File: config.mk
export PLATFORM = sky130hd
export DESIGN_NAME = can_bitrate_autodetect_core
export DESIGN_NICKNAME = d
export VERILOG_FILES = /design/src/hdl/cbad_pkg.sv /design/src/hdl/cbad_cfg_regs.sv /design/src/hdl/cbad_engine.sv /design/src/hdl/can_bitrate_autodetect_core.sv
export SDC_FILE = /design/constraint.sdc
export NUM_CORES = 1
export LEC_CHECK = 0
export BUFFER_PORTS_ARGS = -buffer_cell sky130_fd_sc_hd__buf_2
export CORE_ASPECT_RATIO = 1.1
export CORE_UTILIZATION = 50
export CTS_BUF_LIST = sky130_fd_sc_hd__clkbuf_8
export CTS_CLUSTER_SIZE = 16
export DETAILED_ROUTE_END_ITERATION = 10
export PLACE_DENSITY_LB_ADDON = 0.12
export SLEW_MARGIN = 25
export SYNTH_ARGS = -nofsm -noshare
export SYNTH_HDL_FRONTEND = slang
export SYNTH_SLANG_ARGS = --single-unit
File: constraint.sdc
create_clock -name clk -period 18.51 [get_ports clk]
set_input_delay 0.9255 -clock clk [delete_from_list [all_inputs] [get_ports clk]]
set_output_delay 0.9255 -clock clk [all_outputs]
set_load 0.05 [all_outputs]
File: src/hdl/cbad_pkg.sv
`timescale 1ns / 1ps
// ----------------------------------------------------------------------------
// cbad_pkg - CAN bit-rate search shared definitions
// Field widths, operation and status codes, register indexes, item and
// result types, and the speed table scan functions.
// ----------------------------------------------------------------------------
package cbad_pkg;

  localparam int NUM_SPEEDS = 9;
  localparam int MASK_W     = 9;
  localparam int IDX_W      = 4;
  localparam int SLOTS      = 2 ** IDX_W;
  localparam int CNT_W      = 8;
  localparam int TICK_W     = 16;
  localparam int STAT_W     = 3;
  localparam int OP_W       = 3;
  localparam int CFG_IDX_W  = 3;
  localparam int CFG_DATA_W = 16;
  localparam int TBL_SPEEDS = (NUM_SPEEDS < MASK_W) ? NUM_SPEEDS : MASK_W;

  localparam logic [OP_W-1:0] OP_START  = 3'd0;
  localparam logic [OP_W-1:0] OP_FRAME  = 3'd1;
  localparam logic [OP_W-1:0] OP_TICK   = 3'd2;
  localparam logic [OP_W-1:0] OP_STATUS = 3'd3;
  localparam logic [OP_W-1:0] OP_STOP   = 3'd4;

  localparam logic [STAT_W-1:0] ST_IDLE   = 3'd0;
  localparam logic [STAT_W-1:0] ST_SEARCH = 3'd1;
  localparam logic [STAT_W-1:0] ST_FOUND  = 3'd2;
  localparam logic [STAT_W-1:0] ST_NONE   = 3'd3;
  localparam logic [STAT_W-1:0] ST_CLOSED = 3'd4;

  localparam logic [CFG_IDX_W-1:0] REG_ENABLE_MASK = 3'd0;
  localparam logic [CFG_IDX_W-1:0] REG_PREFERRED   = 3'd1;
  localparam logic [CFG_IDX_W-1:0] REG_ERROR_LIMIT = 3'd2;
  localparam logic [CFG_IDX_W-1:0] REG_HIT_LIMIT   = 3'd3;
  localparam logic [CFG_IDX_W-1:0] REG_TIMEOUT     = 3'd4;

  localparam logic [MASK_W-1:0] MASK_RST     = 9'h1FF;
  localparam logic [IDX_W-1:0]  PREF_RST     = 4'd0;
  localparam logic [CNT_W-1:0]  ERR_LIM_RST  = 8'd10;
  localparam logic [CNT_W-1:0]  HIT_LIM_RST  = 8'd10;
  localparam logic [TICK_W-1:0] TIMEOUT_RST  = 16'd3000;
  localparam logic [CNT_W-1:0]  CNT_MAX      = 8'hFF;
  localparam logic [TICK_W-1:0] TICK_MAX     = 16'hFFFF;

  typedef struct packed {
    logic [MASK_W-1:0] enable_mask;
    logic [IDX_W-1:0]  preferred_speed;
    logic [CNT_W-1:0]  error_limit;
    logic [CNT_W-1:0]  hit_limit;
    logic [TICK_W-1:0] timeout_ticks;
  } cfg_t;

  typedef struct packed {
    logic [OP_W-1:0] operation;
    logic            frame_error;
    logic            frame_extended;
    logic            device_open;
    logic            bus_off;
  } item_t;

  typedef struct packed {
    logic              restore_normal;
    logic              request_reset;
    logic              apply_speed;
    logic              saw_extended;
    logic              saw_standard;
    logic [STAT_W-1:0] search_status;
    logic [CNT_W-1:0]  bad_count;
    logic [CNT_W-1:0]  good_count;
    logic [IDX_W-1:0]  enabled_count;
    logic [IDX_W-1:0]  speed_ordinal;
    logic [IDX_W-1:0]  speed_index;
  } res_t;

  typedef struct packed {
    logic             hit;
    logic [IDX_W-1:0] idx;
  } pick_t;

  // enable bits restricted to speeds that exist in the table
  function automatic logic [SLOTS-1:0] eff_mask(logic [MASK_W-1:0] m);
    logic [SLOTS-1:0] em;
    em = '0;
    for (int i = 0; i < TBL_SPEEDS; i++) em[i] = m[i];
    return em;
  endfunction

  function automatic logic [IDX_W-1:0] count_below(logic [SLOTS-1:0] em,
                                                   logic [IDX_W:0] lim);
    logic [IDX_W:0] n;
    n = '0;
    for (int i = 0; i < SLOTS; i++) begin
      if (em[i] && (i < lim)) n = n + 1'b1;
    end
    return n[IDX_W-1:0];
  endfunction

  // lowest enabled speed at or above lo
  function automatic pick_t first_from(logic [SLOTS-1:0] em, logic [IDX_W:0] lo);
    pick_t p;
    p = '0;
    for (int i = SLOTS - 1; i >= 0; i--) begin
      if (em[i] && (i >= lo)) begin
        p.hit = 1'b1;
        p.idx = IDX_W'(i);
      end
    end
    return p;
  endfunction

endpackage

File: src/hdl/cbad_cfg_regs.sv
`timescale 1ns / 1ps
// ----------------------------------------------------------------------------
// cbad_cfg_regs - configuration register file
// Holds the speed mask, preferred speed, limits and timeout.
// ----------------------------------------------------------------------------
module cbad_cfg_regs
  import cbad_pkg::*;
(
  input  logic                  clk,
  input  logic                  rst_n,
  input  logic                  wr_en,
  input  logic [CFG_IDX_W-1:0]  wr_index,
  input  logic [CFG_DATA_W-1:0] wr_data,
  output cfg_t                  cfg
);

  cfg_t cfg_r;
  cfg_t cfg_nxt;

  always_comb begin
    cfg_nxt = cfg_r;
    if (wr_en) begin
      case (wr_index)
        REG_ENABLE_MASK: cfg_nxt.enable_mask     = wr_data[MASK_W-1:0];
        REG_PREFERRED:   cfg_nxt.preferred_speed = wr_data[IDX_W-1:0];
        REG_ERROR_LIMIT: cfg_nxt.error_limit     = wr_data[CNT_W-1:0];
        REG_HIT_LIMIT:   cfg_nxt.hit_limit       = wr_data[CNT_W-1:0];
        REG_TIMEOUT:     cfg_nxt.timeout_ticks   = wr_data[TICK_W-1:0];
        default:         cfg_nxt = cfg_r;
      endcase
    end
  end

  always_ff @(posedge clk) begin
    if (!rst_n) begin
      cfg_r.enable_mask     <= MASK_RST;
      cfg_r.preferred_speed <= PREF_RST;
      cfg_r.error_limit     <= ERR_LIM_RST;
      cfg_r.hit_limit       <= HIT_LIM_RST;
      cfg_r.timeout_ticks   <= TIMEOUT_RST;
    end else begin
      cfg_r <= cfg_nxt;
    end
  end

  assign cfg = cfg_r;

endmodule

File: src/hdl/cbad_engine.sv
`timescale 1ns / 1ps
// ----------------------------------------------------------------------------
// cbad_engine - search state and per-item update
// Holds the search state and computes the result and next state for the
// item in the input register; state commits when step is high.
// ----------------------------------------------------------------------------
module cbad_engine
  import cbad_pkg::*;
(
  input  logic  clk,
  input  logic  rst_n,
  input  cfg_t  cfg,
  input  item_t item,
  input  logic  step,
  output res_t  res
);

  logic              running_r,  running_nxt;
  logic [IDX_W-1:0]  index_r,    index_nxt;
  logic [IDX_W-1:0]  ordinal_r,  ordinal_nxt;
  logic [CNT_W-1:0]  good_r,     good_nxt;
  logic [CNT_W-1:0]  bad_r,      bad_nxt;
  logic              std_r,      std_nxt;
  logic              ext_r,      ext_nxt;
  logic [TICK_W-1:0] idle_r,     idle_nxt;
  logic [STAT_W-1:0] status_r,   status_nxt;

  logic [SLOTS-1:0]  em;
  pick_t             pick_first;
  pick_t             pick_above;
  pick_t             pick_next;
  logic              pref_on;
  logic              do_advance;
  logic              apply;
  logic              rreset;
  logic              restore;

  assign em         = eff_mask(cfg.enable_mask);
  assign pick_first = first_from(em, '0);
  assign pick_above = first_from(em, {1'b0, index_r} + 1'b1);
  assign pick_next  = pick_above.hit ? pick_above : pick_first;
  assign pref_on    = em[cfg.preferred_speed];

  always_comb begin
    running_nxt = running_r;
    index_nxt   = index_r;
    ordinal_nxt = ordinal_r;
    good_nxt    = good_r;
    bad_nxt     = bad_r;
    std_nxt     = std_r;
    ext_nxt     = ext_r;
    idle_nxt    = idle_r;
    status_nxt  = status_r;
    do_advance  = 1'b0;
    apply       = 1'b0;
    rreset      = 1'b0;
    restore     = 1'b0;

    if (item.operation == OP_START) begin
      restore  = running_r;
      good_nxt = '0;
      bad_nxt  = '0;
      std_nxt  = 1'b0;
      ext_nxt  = 1'b0;
      idle_nxt = '0;
      if (pref_on || pick_first.hit) begin
        running_nxt = 1'b1;
        index_nxt   = pref_on ? cfg.preferred_speed : pick_first.idx;
        ordinal_nxt = count_below(em, {1'b0, index_nxt});
        status_nxt  = ST_SEARCH;
        apply       = 1'b1;
      end else begin
        running_nxt = 1'b0;
        index_nxt   = '0;
        ordinal_nxt = '0;
        status_nxt  = ST_NONE;
      end
    end else if (running_r) begin
      case (item.operation)
        OP_FRAME: begin
          idle_nxt = '0;
          if (item.frame_error) begin
            if (bad_r != CNT_MAX) bad_nxt = bad_r + 1'b1;
          end else begin
            if (good_r != CNT_MAX) good_nxt = good_r + 1'b1;
            if (item.frame_extended) ext_nxt = 1'b1;
            else                     std_nxt = 1'b1;
          end
          if (bad_nxt >= cfg.error_limit) begin
            do_advance = 1'b1;
          end else if (good_nxt >= cfg.hit_limit) begin
            running_nxt = 1'b0;
            status_nxt  = ST_FOUND;
            restore     = 1'b1;
          end
        end
        OP_TICK: begin
          if (idle_r != TICK_MAX) idle_nxt = idle_r + 1'b1;
          if (idle_nxt >= cfg.timeout_ticks) do_advance = 1'b1;
        end
        OP_STATUS: begin
          idle_nxt = '0;
          if (!item.device_open) begin
            running_nxt = 1'b0;
            status_nxt  = ST_CLOSED;
            restore     = 1'b1;
          end else if (item.bus_off) begin
            rreset = 1'b1;
          end
        end
        OP_STOP: begin
          running_nxt = 1'b0;
          status_nxt  = ST_IDLE;
          restore     = 1'b1;
        end
        default: begin
          running_nxt = running_r;
        end
      endcase

      if (do_advance) begin
        good_nxt = '0;
        bad_nxt  = '0;
        std_nxt  = 1'b0;
        ext_nxt  = 1'b0;
        idle_nxt = '0;
        if (pick_next.hit) begin
          index_nxt   = pick_next.idx;
          ordinal_nxt = count_below(em, {1'b0, pick_next.idx});
          apply       = 1'b1;
        end else begin
          index_nxt   = '0;
          ordinal_nxt = '0;
          running_nxt = 1'b0;
          status_nxt  = ST_NONE;
          restore     = 1'b1;
        end
      end
    end
  end

  always_ff @(posedge clk) begin
    if (!rst_n) begin
      running_r <= 1'b0;
      index_r   <= '0;
      ordinal_r <= '0;
      good_r    <= '0;
      bad_r     <= '0;
      std_r     <= 1'b0;
      ext_r     <= 1'b0;
      idle_r    <= '0;
      status_r  <= ST_IDLE;
    end else if (step) begin
      running_r <= running_nxt;
      index_r   <= index_nxt;
      ordinal_r <= ordinal_nxt;
      good_r    <= good_nxt;
      bad_r     <= bad_nxt;
      std_r     <= std_nxt;
      ext_r     <= ext_nxt;
      idle_r    <= idle_nxt;
      status_r  <= status_nxt;
    end
  end

  always_comb begin
    res.speed_index    = index_nxt;
    res.speed_ordinal  = ordinal_nxt;
    res.enabled_count  = count_below(em, (IDX_W + 1)'(SLOTS));
    res.good_count     = good_nxt;
    res.bad_count      = bad_nxt;
    res.search_status  = status_nxt;
    res.saw_standard   = std_nxt;
    res.saw_extended   = ext_nxt;
    res.apply_speed    = apply;
    res.request_reset  = rreset;
    res.restore_normal = restore;
  end

endmodule

File: src/hdl/can_bitrate_autodetect_core.sv
`timescale 1ns / 1ps
// ----------------------------------------------------------------------------
// can_bitrate_autodetect_core - CAN bit-rate search controller
// Walks a table of bit rates in listen-only mode, counting good and error
// frames and idle ticks, and reports the speed once enough frames pass.
//
//   channel | dir | signals                          | transfer when
//   in      | in  | in_tvalid/in_tready/in_tdata/..  | in_tvalid & in_tready
//   out     | out | out_tvalid/out_tready/out_tdata  | out_tvalid & out_tready
//   cfg     | in  | cfg_valid/cfg_ready/index/data   | cfg_valid & cfg_ready
//
// One item per cycle sustained unless the output stalls; each item passes
// the input register, then the result register, before its result shows.
// rst_n is synchronous; it clears the search state and loads register
// defaults. A stalled result holds while one more item waits in the
// input register; cfg_ready is always high.
// ----------------------------------------------------------------------------
module can_bitrate_autodetect_core
  import cbad_pkg::*;
(
  input  logic                  clk,
  input  logic                  rst_n,
  input  logic                  in_tvalid,
  output logic                  in_tready,
  input  logic [7:0]            in_tdata,   // frame_error, frame_extended,
                                            // device_open, bus_off, 4'b0
  input  logic [OP_W-1:0]       in_tuser,   // operation
  output logic                  out_tvalid,
  input  logic                  out_tready,
  output logic [39:0]           out_tdata,  // speed_index, speed_ordinal,
                                            // enabled_count, good_count,
                                            // bad_count, search_status,
                                            // saw_standard, saw_extended,
                                            // apply_speed, request_reset,
                                            // restore_normal, 4'b0
  input  logic                  cfg_valid,
  output logic                  cfg_ready,
  input  logic [CFG_IDX_W-1:0]  cfg_index,
  input  logic [CFG_DATA_W-1:0] cfg_data
);

  cfg_t  cfg;
  item_t item_r;
  res_t  res;
  res_t  res_r;
  logic  in_valid_r;
  logic  out_valid_r;
  logic  out_free;
  logic  step;

  assign cfg_ready = 1'b1;
  assign out_free  = !out_valid_r || out_tready;
  assign step      = in_valid_r && out_free;
  assign in_tready = !in_valid_r || step;

  cbad_cfg_regs u_cfg (
    .clk      (clk),
    .rst_n    (rst_n),
    .wr_en    (cfg_valid && cfg_ready),
    .wr_index (cfg_index),
    .wr_data  (cfg_data),
    .cfg      (cfg)
  );

  cbad_engine u_engine (
    .clk   (clk),
    .rst_n (rst_n),
    .cfg   (cfg),
    .item  (item_r),
    .step  (step),
    .res   (res)
  );

  always_ff @(posedge clk) begin
    if (!rst_n) begin
      in_valid_r <= 1'b0;
    end else if (in_tready) begin
      in_valid_r <= in_tvalid;
    end
  end

  always_ff @(posedge clk) begin
    if (in_tvalid && in_tready) begin
      item_r.operation      <= in_tuser;
      item_r.frame_error    <= in_tdata[0];
      item_r.frame_extended <= in_tdata[1];
      item_r.device_open    <= in_tdata[2];
      item_r.bus_off        <= in_tdata[3];
    end
  end

  always_ff @(posedge clk) begin
    if (!rst_n) begin
      out_valid_r <= 1'b0;
    end else if (out_free) begin
      out_valid_r <= in_valid_r;
    end
  end

  always_ff @(posedge clk) begin
    if (step) res_r <= res;
  end

  assign out_tvalid = out_valid_r;
  assign out_tdata  = {4'b0000, res_r};

  // ---- assertions ----
  a_apply_searching: assert property (@(posedge clk) disable iff (!rst_n)
    (out_valid_r && res_r.apply_speed) |-> (res_r.search_status == ST_SEARCH))
    else $error("apply_speed without an active search");

  a_restore_ended: assert property (@(posedge clk) disable iff (!rst_n)
    (out_valid_r && res_r.restore_normal && !res_r.apply_speed)
      |-> (res_r.search_status != ST_SEARCH))
    else $error("restore_normal while search still active");

  a_reset_alone: assert property (@(posedge clk) disable iff (!rst_n)
    (out_valid_r && res_r.request_reset)
      |-> (!res_r.apply_speed && !res_r.restore_normal
           && res_r.search_status == ST_SEARCH))
    else $error("request_reset combined with another pulse");

  a_index_range: assert property (@(posedge clk) disable iff (!rst_n)
    out_valid_r |-> (res_r.speed_index < IDX_W'(TBL_SPEEDS)
                     || res_r.speed_index == '0))
    else $error("speed_index outside the table");

  a_step_loads: assert property (@(posedge clk) disable iff (!rst_n)
    step |=> out_valid_r)
    else $error("result lost after engine step");

endmodule
======== After elaboration in Yosys (flattened, before gate mapping) ========
Index checks and enable logic that the tools add are counted.
word-level totals
  bits in registers ....................... 136
  latch bits .............................. 0
  RAM bits ................................ 0
  bits in read-only memories .............. 0
  input port bits ......................... 35
  output and inout bits ................... 43
  logic and storage cells ................. 332
  memories ................................ 0
operators by class
  $add $sub $neg .......................... 28
  multiply operators ...................... 0
  div/mod/pow operators ................... 0
  $lt $le $gt $ge ......................... 31
  equality and inequality tests ........... 11
  shift operators ......................... 0
  multiplexer cells ....................... 181
  bitwise operators ....................... 3
  reduce and logical (&&, ||, !) cells .... 46
operator list
  cell                                                                         count
  4-bit two-way mux                                                            83
  8-bit two-way mux                                                            18
  16-bit two-way mux                                                           7
  5-bit two-way mux                                                            19
  4-bit by 1-bit adder with 4-bit output, second input constant                23
  1-bit two-way mux                                                            40
  3-bit by 4-bit less-than comparator with 1-bit output, first input constant  8
  16-bit case mux with 2 select lines                                          1
  1-bit logical AND                                                            29
  3-bit two-way mux                                                            7
  3-bit by 5-bit >= comparator with 1-bit output, first input constant         4
  16-bit by 1-bit adder with 16-bit output, second input constant              1
  8-bit by 1-bit adder with 8-bit output, second input constant                2
  16-bit >= comparator                                                         1
  8-bit >= comparator                                                          2
  1-bit by 4-bit less-than comparator with 1-bit output, first input constant  4
  2-bit by 4-bit less-than comparator with 1-bit output, first input constant  4
  16-bit inequality test, second input constant                                1
  8-bit inequality test, second input constant                                 2
  3-bit by 2-bit == test with 1-bit output, second input constant              4
  1-bit by 5-bit >= comparator with 1-bit output, first input constant         2
  2-bit by 5-bit >= comparator with 1-bit output, first input constant         2
  2-bit AND reduction                                                          5
  3-bit case mux with 3 select lines                                           1
  other kinds (20)                                                             30

======== Depth between registers and ports, before layout ========
Gate-level depths: netlist of run 1.
  depth in word-level cells ............... 68
  depth in mapped cells ................... 31
  mapped depth without buffers ............ 29

======== Cells and area by module ========
Synthesis of run 1 repeated with hierarchy kept, for this count alone.
unflattened totals
  cells, all modules ...................... 1156
  area total of the unflattened synthesis .. 9942.0 um^2
modules (own cells, without submodules)
  module                       times used  cells each  area each (um^2)  seq. area each (um^2)
  cbad_engine                  1           918         6683.9            920.9
  cbad_cfg_regs                1           179         1818.0            900.9
  can_bitrate_autodetect_core  1           59          1440.1            1331.3

======== Worst setup path before layout of run 1 ========
No wires, ideal clock.
  path kind ............................... register to register
  start ................................... register u_cfg.cfg_r, in the netlist u_cfg.cfg[33]
  end ..................................... register res_r, in the netlist out_tdata[6], data pin
  setup time .............................. 260 ps
  arrival time ............................ 5529 ps
  required time ........................... 18250 ps
  setup slack ............................. 12721 ps
  cell stages (with the launch flop) ...... 28
  path buffers ............................ 2
  clock period less this slack ............ 5789 ps
  cells stage by stage .................... dfxtp_1 buf_2 mux4_2 mux2_2 and2_0 buf_2 o21ai_0 nand2_1 nand2_1 inv_1 ha_1 xnor2_1 ha_1 nand2_1 o311ai_2 ha_1 mux2_2 ha_1 mux2_2 ha_1 mux2_2 ha_1 nand3_1 xor2_1 xnor2_1 nor2_1 a21oi_1 nand2_1
RTL lines
  what                    RTL line                            RTL
  from (decl)             cbad_cfg_regs.sv:17                 cfg_t cfg_r;
  from (signal assigned)  cbad_cfg_regs.sv:42                 cfg_r <= cfg_nxt;
  to (signal assigned)    can_bitrate_autodetect_core.sv:101  if (step) res_r <= res;
  to (decl)               can_bitrate_autodetect_core.sv:45   res_t res_r;

==> metrics.txt, run 1 <==
Die Height 147 um; largest net degree at the start of global routing 92; Fin. Hold Viols 0; cell taking the most area after synthesis dfxtp_1; unrepaired setup endpoints after global routing false; Final Critical Period 6580 ps; async set or reset register ratio after synthesis 0%; Post-synth top flop dfxtp_1; ant diodes 0; wire per inst 16.0 um; outcome completed; Initial Utilization 51.3%; Bufs on Longest Clock Path 2; Hold WC Path Type reg2reg; dpl cell area 0.00999 sq mm; DR iter-0 viols 656; via count 8236; delay-heaviest family, CP adder cells; CTS tree done; post-synthesis cell count 1141; IO Count 78; PortBufs 68; Max Cap Violations 0; Detailed Route WL 23000 um; number of global-route vias before repair 7699; CP peak stage delay 560 ps; top cell type's share of synthesized area 19.6%; worst endpoint required time 18710 ps; final clock skew 18.2 ps; number of antenna violations at the first check in global routing 0; Rows 52; post-synth cell types 93; crit end category register; postcts setup bufs 0; CTS root buffer clkbuf_8; Top cell by count, worst path ha_1; post-CTS sizing 0; H-tree levels 4; synthesized area 0.00952 sq mm; CP startpoint kind register; worst reg2reg path depth 25; leakage 4.27 nW; Antenna Violating Nets Remaining 0; die area 0.0196 sq mm; fillcell total 1729; critical-path maximum fanout 16; maximum vdd ir drop 0.0564 mV; dpl hpwl 16400 um; DR DRC count 0; Pwr Density 85.5 mW/mm^2; clock slew at reported path FFs 90 ps; Die Wd 134 um; Fmax achieved 152 MHz; Skew-Pair Late Insertion Delay 460 ps; CTS Buf Count 17; DRT Pass-1 Iters 6; Worst-Margin Slew 876 ps; period utilization 35.6%; Buffers & Inverters on Critical Path 1; Seq/Total Area, Yosys 33.1%; Slew Limit Fails 0; grt total ovfl 0; Synth top cells by count nand2_1 (172), dfxtp_1 (93), nor2_1 (70); final setup fails 0; Area growth syn-to-layout 10.1%; GRT Util Overall 24.3%; CORE AREA 0.0185 sq mm; cell with the most instances after synthesis nand2_1; number of cells on the critical path 25; fin nets 1278; CTS sink cnt 136; synthesized flop and latch total 136; Worst Path Arrival 6780 ps; Multi-input gate area 0.00588 sq mm; Syn Area/Cell 8.34 sq um; Max stage delay cell, worst path dfxtp_1; relative slew slack 40.8%; vias per cell 5.73; first-pass GRT wire length 38500 um; WS Path Type reg2reg; share of cells above drive strength 1 12.6%; Final TNS setup 0 ps; WHS Path Cells 2; fin area 0.0105 sq mm; FF+latch area 0.00315 sq mm; RD Place Congestion 0.886; yosys warns 0; top cells by area, synth dfxtp_1 (20%), edfxtp_1 (14%), ha_1 (8.0%); hold buffer count at cts 0; number of synthesized flops with an enable pin 43
power by group:
| part | switching (mW) | internal (mW) |
|---|---|---|
| Sequential | 0.00891 | 0.322 |
| Clock | 0.131 | 0.168 |
| Combinational | 0.161 | 0.106 |
| Total | 0.300 | 0.596 |
cells in the final DEF, fill, tap and decap left out, types with 41 or more instances in the layout:
cell type  netlist  layout
a21oi_1         59      59
buf_2            6      68
dfxtp_1         93      93
edfxtp_1        43      43
ha_1            61      61
inv_1           64      64
nand2_1        172     172
nand3_1         44      44
nor2_1          70      70
o21ai_0         50      50
xnor2_1         41      41
state kept, by name (all words and copies together), names as in the netlist, 3 cells and up:
signal,cells
item_r,7
u_cfg.cfg,45
u_engine.ordinal_r,4
u_engine.idle_r,16
u_engine.index_r,4
u_engine.bad_r,8
u_engine.good_r,8
out_tdata,36
u_engine.status_r,3
worst reg2reg max path, stage by stage (launching register included):
cell,delay (ps)
dfxtp_1,560
mux4_2,550
mux2_2,350
and2_0,330
o21ai_0,430
nand2_1,100
nand2_1,110
inv_1,50
ha_1,360
xnor2_1,170
ha_1,290
nand2_1,80
o311ai_2,140
ha_1,360
mux2_2,290
ha_1,290
mux2_2,300
ha_1,320
mux2_2,290
ha_1,200
nand3_1,100
xor2_1,180
xnor2_1,160
nor2_1,80
a21oi_1,170
nand2_1,80
logic make-up after synthesis:
group / count (synthesis) / share of synthesized area, %
multiplexers: 25 / 3.07
flip-flops: 136 / 33.1
AO/OA/AOI/OAI: 282 / 20.5
other: 2 / 0.0789
AND/OR/NAND/NOR: 439 / 22.4
adder cells (fa/ha/maj): 61 / 8.02
XOR/XNOR: 71 / 7.42
buffers and inverters: 125 / 5.40
worst paths after layout:
kind | from | end | slack (ps)
worst max register to register | u_cfg.cfg[40] | out_tdata[6] | 11930
worst min-delay path | u_cfg.cfg[31] | u_cfg.cfg[31] | 470
worst max-delay path | u_cfg.cfg[40] | out_tdata[6] | 11930
worst min register to register | u_cfg.cfg[31] | u_cfg.cfg[31] | 470
routing by layer:
metal	up-vias	GRT usage, %	routed length (um)	part of all wire, %
met3	35	3.11	961	4.2
li1	4152	-	-	-
met5	-	0	0	0
met4	0	7.27	377	1.6
met1	3840	33.8	11300	49
met2	209	39.1	10300	45
cell type report:
cell class | instances | share of cell area [%]
clock inverter | 14 | 2.21
sequential | 136 | 30.1
inverter | 66 | 2.36
timing repair buffer | 78 | 3.96
tap | 243 | 2.90
clock buffer | 18 | 2.36
multi-input combinational | 883 | 56.1
per-stage QoR:
| step | power (mW) | hold slack (ps) | instances | setup WS (ps) | util (%) |
|---|---|---|---|---|---|
| 6_report | 0.896 | 468 | 1438 | 11930 | 56.5 |
| 2_1_floorplan | 0.556 | 440 | 1144 | 12720 | - |
| 5_1_grt | 0.943 | 497 | 1438 | 11530 | 56.5 |
| 4_1_cts | 0.901 | 474 | 1438 | 11770 | 56.5 |
| 3_5_place_dp | 0.603 | 462 | 1406 | 11810 | 53.9 |
| 3_3_place_gp | 0.599 | 454 | 1406 | 11900 | 53.9 |
Note: power is estimated with default switching activity, not from simulation.
==> inputs of run 2 (changes only) <==
clock period = 6.3 ns   (was 18.51 ns; I/O delays follow)
==> run 2 against run 1 <==
Total power grew to 2.7 times the previous value. Core utilization grew 0.53 points. Non-clock buffer count grew 20. Critical path depth shrank 2. Sequential power grew to 2.9 times the previous value. Wire length grew 1.2%. Die area is the same. Global-route usage grew 0.26 points. Hold slack lost 440 ps. First-iteration DRC count grew 6.9%. Critical path type unchanged. Critical endpoint unchanged. Highest routed layer unchanged.
==> metrics.txt, run 2 (synthesis results as in run 1) <==
Rows 52; outcome completed; Reg-to-Reg End out_tdata[6]; DR DRC count 0; wire per inst 16.0 um; vias per cell 5.72; dpl hpwl 16800 um; RD Place Congestion 0.873; CTS tree done; Final Critical Period 5960 ps; grt total ovfl 0; DR iter-0 viols 701; Worst Path Arrival 6160 ps; Skew-Pair Late Insertion Delay 470 ps; Total Power 2.46 mW; Max Cap Violations 0; WS Path Type reg2reg; leakage 4.33 nW; post-layout util 57.1%; Finished Layout Cells 1458; fillcell total 1753; number of antenna violations at the first check in global routing 0; GRT Util Overall 24.5%; Die Wd 134 um; CP startpoint kind register; PortBufs 68; die area 0.0196 sq mm; Setup WS post-layout 341 ps; H-tree levels 4; clock slew at reported path FFs 80 ps; Reg-to-Reg Start u_cfg.cfg[33]; CORE AREA 0.0185 sq mm; maximum vdd ir drop 0.128 mV; Slew Limit Fails 0; max FFs per register 45; relative slew slack 36.2%; crit end category register; hold buffer count at cts 0; final setup fails 0; CTS Buf Count 17; Worst-Margin Slew 945 ps; commonest non-fill, non-tap cell in the layout nand2_1; worst reg2reg path depth 23; Fmax achieved 168 MHz; Hold EP item_r[2]; Antenna Violating Nets Remaining 0; critical-path maximum fanout 9; CTS sink cnt 136; Detailed Route WL 23300 um; worst endpoint required time 6500 ps; Bufs on Longest Clock Path 2; fin nets 1298; final hold slack 27.1 ps; total placed cells including tap cells 1426; R2R setup slack 340 ps; Area growth syn-to-layout 11.1%; ant diodes 0; Die Height 147 um; postcts setup bufs 0; final clock skew 18.3 ps; hold_sp in_tdata[1]; share of cells above drive strength 1 15.4%; period utilization 94.6%; Pwr Density 233 mW/mm^2; Fin. Hold Viols 0; first-pass GRT wire length 38600 um; Place WS 94.1 ps; Initial Utilization 51.3%; WHS Path Cells 1; most frequent cells in the layout nand2_1 (171), dfxtp_1 (90), nor2_1 (70); IO Count 78; DRT Pass-1 Iters 5; number of global-route vias before repair 7763; largest net degree at the start of global routing 92; via count 8341; CTS root buffer clkbuf_8; Hold WC Path Type in2reg
==> run 2: cell count changes in the layout (fill, tap and decap cells not counted), sizes merged <==
| cell | previous run | this run |
|---|---|---|
| clkinvlp | 0 | 1 |
| clkinv | 2 | 7 |
| inv | 73 | 71 |
| buf | 78 | 98 |
| bufinv | 5 | 1 |
==> run 2: timing repair <==
action,CTS,global route
hold endpoints to repair,0,0
endpoints found under the setup margin,0,6
gates resized for setup,0,23
==> run 2: worst max-delay path by stage <==
stage,from,end,depth (start not counted)
2_1_floorplan,u_cfg.cfg[33],out_tdata[6],27
3_3_place_gp,u_cfg.cfg[33],out_tdata[6],23
3_5_place_dp,u_engine.index_r[1],out_tdata[7],28
4_1_cts,u_engine.index_r[1],u_engine.ordinal_r[3],28
5_1_grt,u_engine.index_r[0],out_tdata[6],25
6_report,u_cfg.cfg[33],out_tdata[6],23
==> run 2: per-layer routing <==
layer	global-route usage [%]	part of all wire [%]	up-vias
met5	0	0	-
met3	4.52	4.8	35
met4	9.32	2.2	0
li1	-	-	4180
met2	38.1	44	210
met1	33.8	49	3916
==> run 2: per-stage QoR <==
stage,cell area [sq um],TNS [ps]
final,10600,0
after floorplan,9530,0
after CTS,10500,0
after global routing,10600,-96.0
after detailed placement,10100,0
after global placement,10100,0
==> run 2: critical path, cell delays in order (launching register included) <==
cell	delay, ps
dfxtp_2	420
mux4_2	510
mux2_2	350
nand2_2	180
mux2i_2	300
a31oi_1	160
ha_2	410
xnor2_1	130
ha_1	240
nand2_1	70
o311ai_2	140
ha_1	360
mux2_2	290
ha_1	290
mux2_2	300
ha_1	310
mux2_2	290
ha_1	190
nand3_1	90
xor2_1	180
xnor2_1	150
nor2_1	70
a21oi_1	180
nand2_1	90
==> run 2: area by class of cell <==
cell class	count	area, sq um	area share, %
clock buffers	18	248	2.34
clock inverters	14	109	1.03
inverters	66	249	2.35
multi-input cells	883	5950	56.2
flip-flops and latches	136	3160	29.8
well taps	243	304	2.87
repair buffers	98	566	5.35
==> run 2: where the power goes <==
group	total [mW]	switching, mW	internal, mW
Clock	0.673	0.355	0.317
Combinational	0.824	0.493	0.330
Sequential	0.966	0.0202	0.946
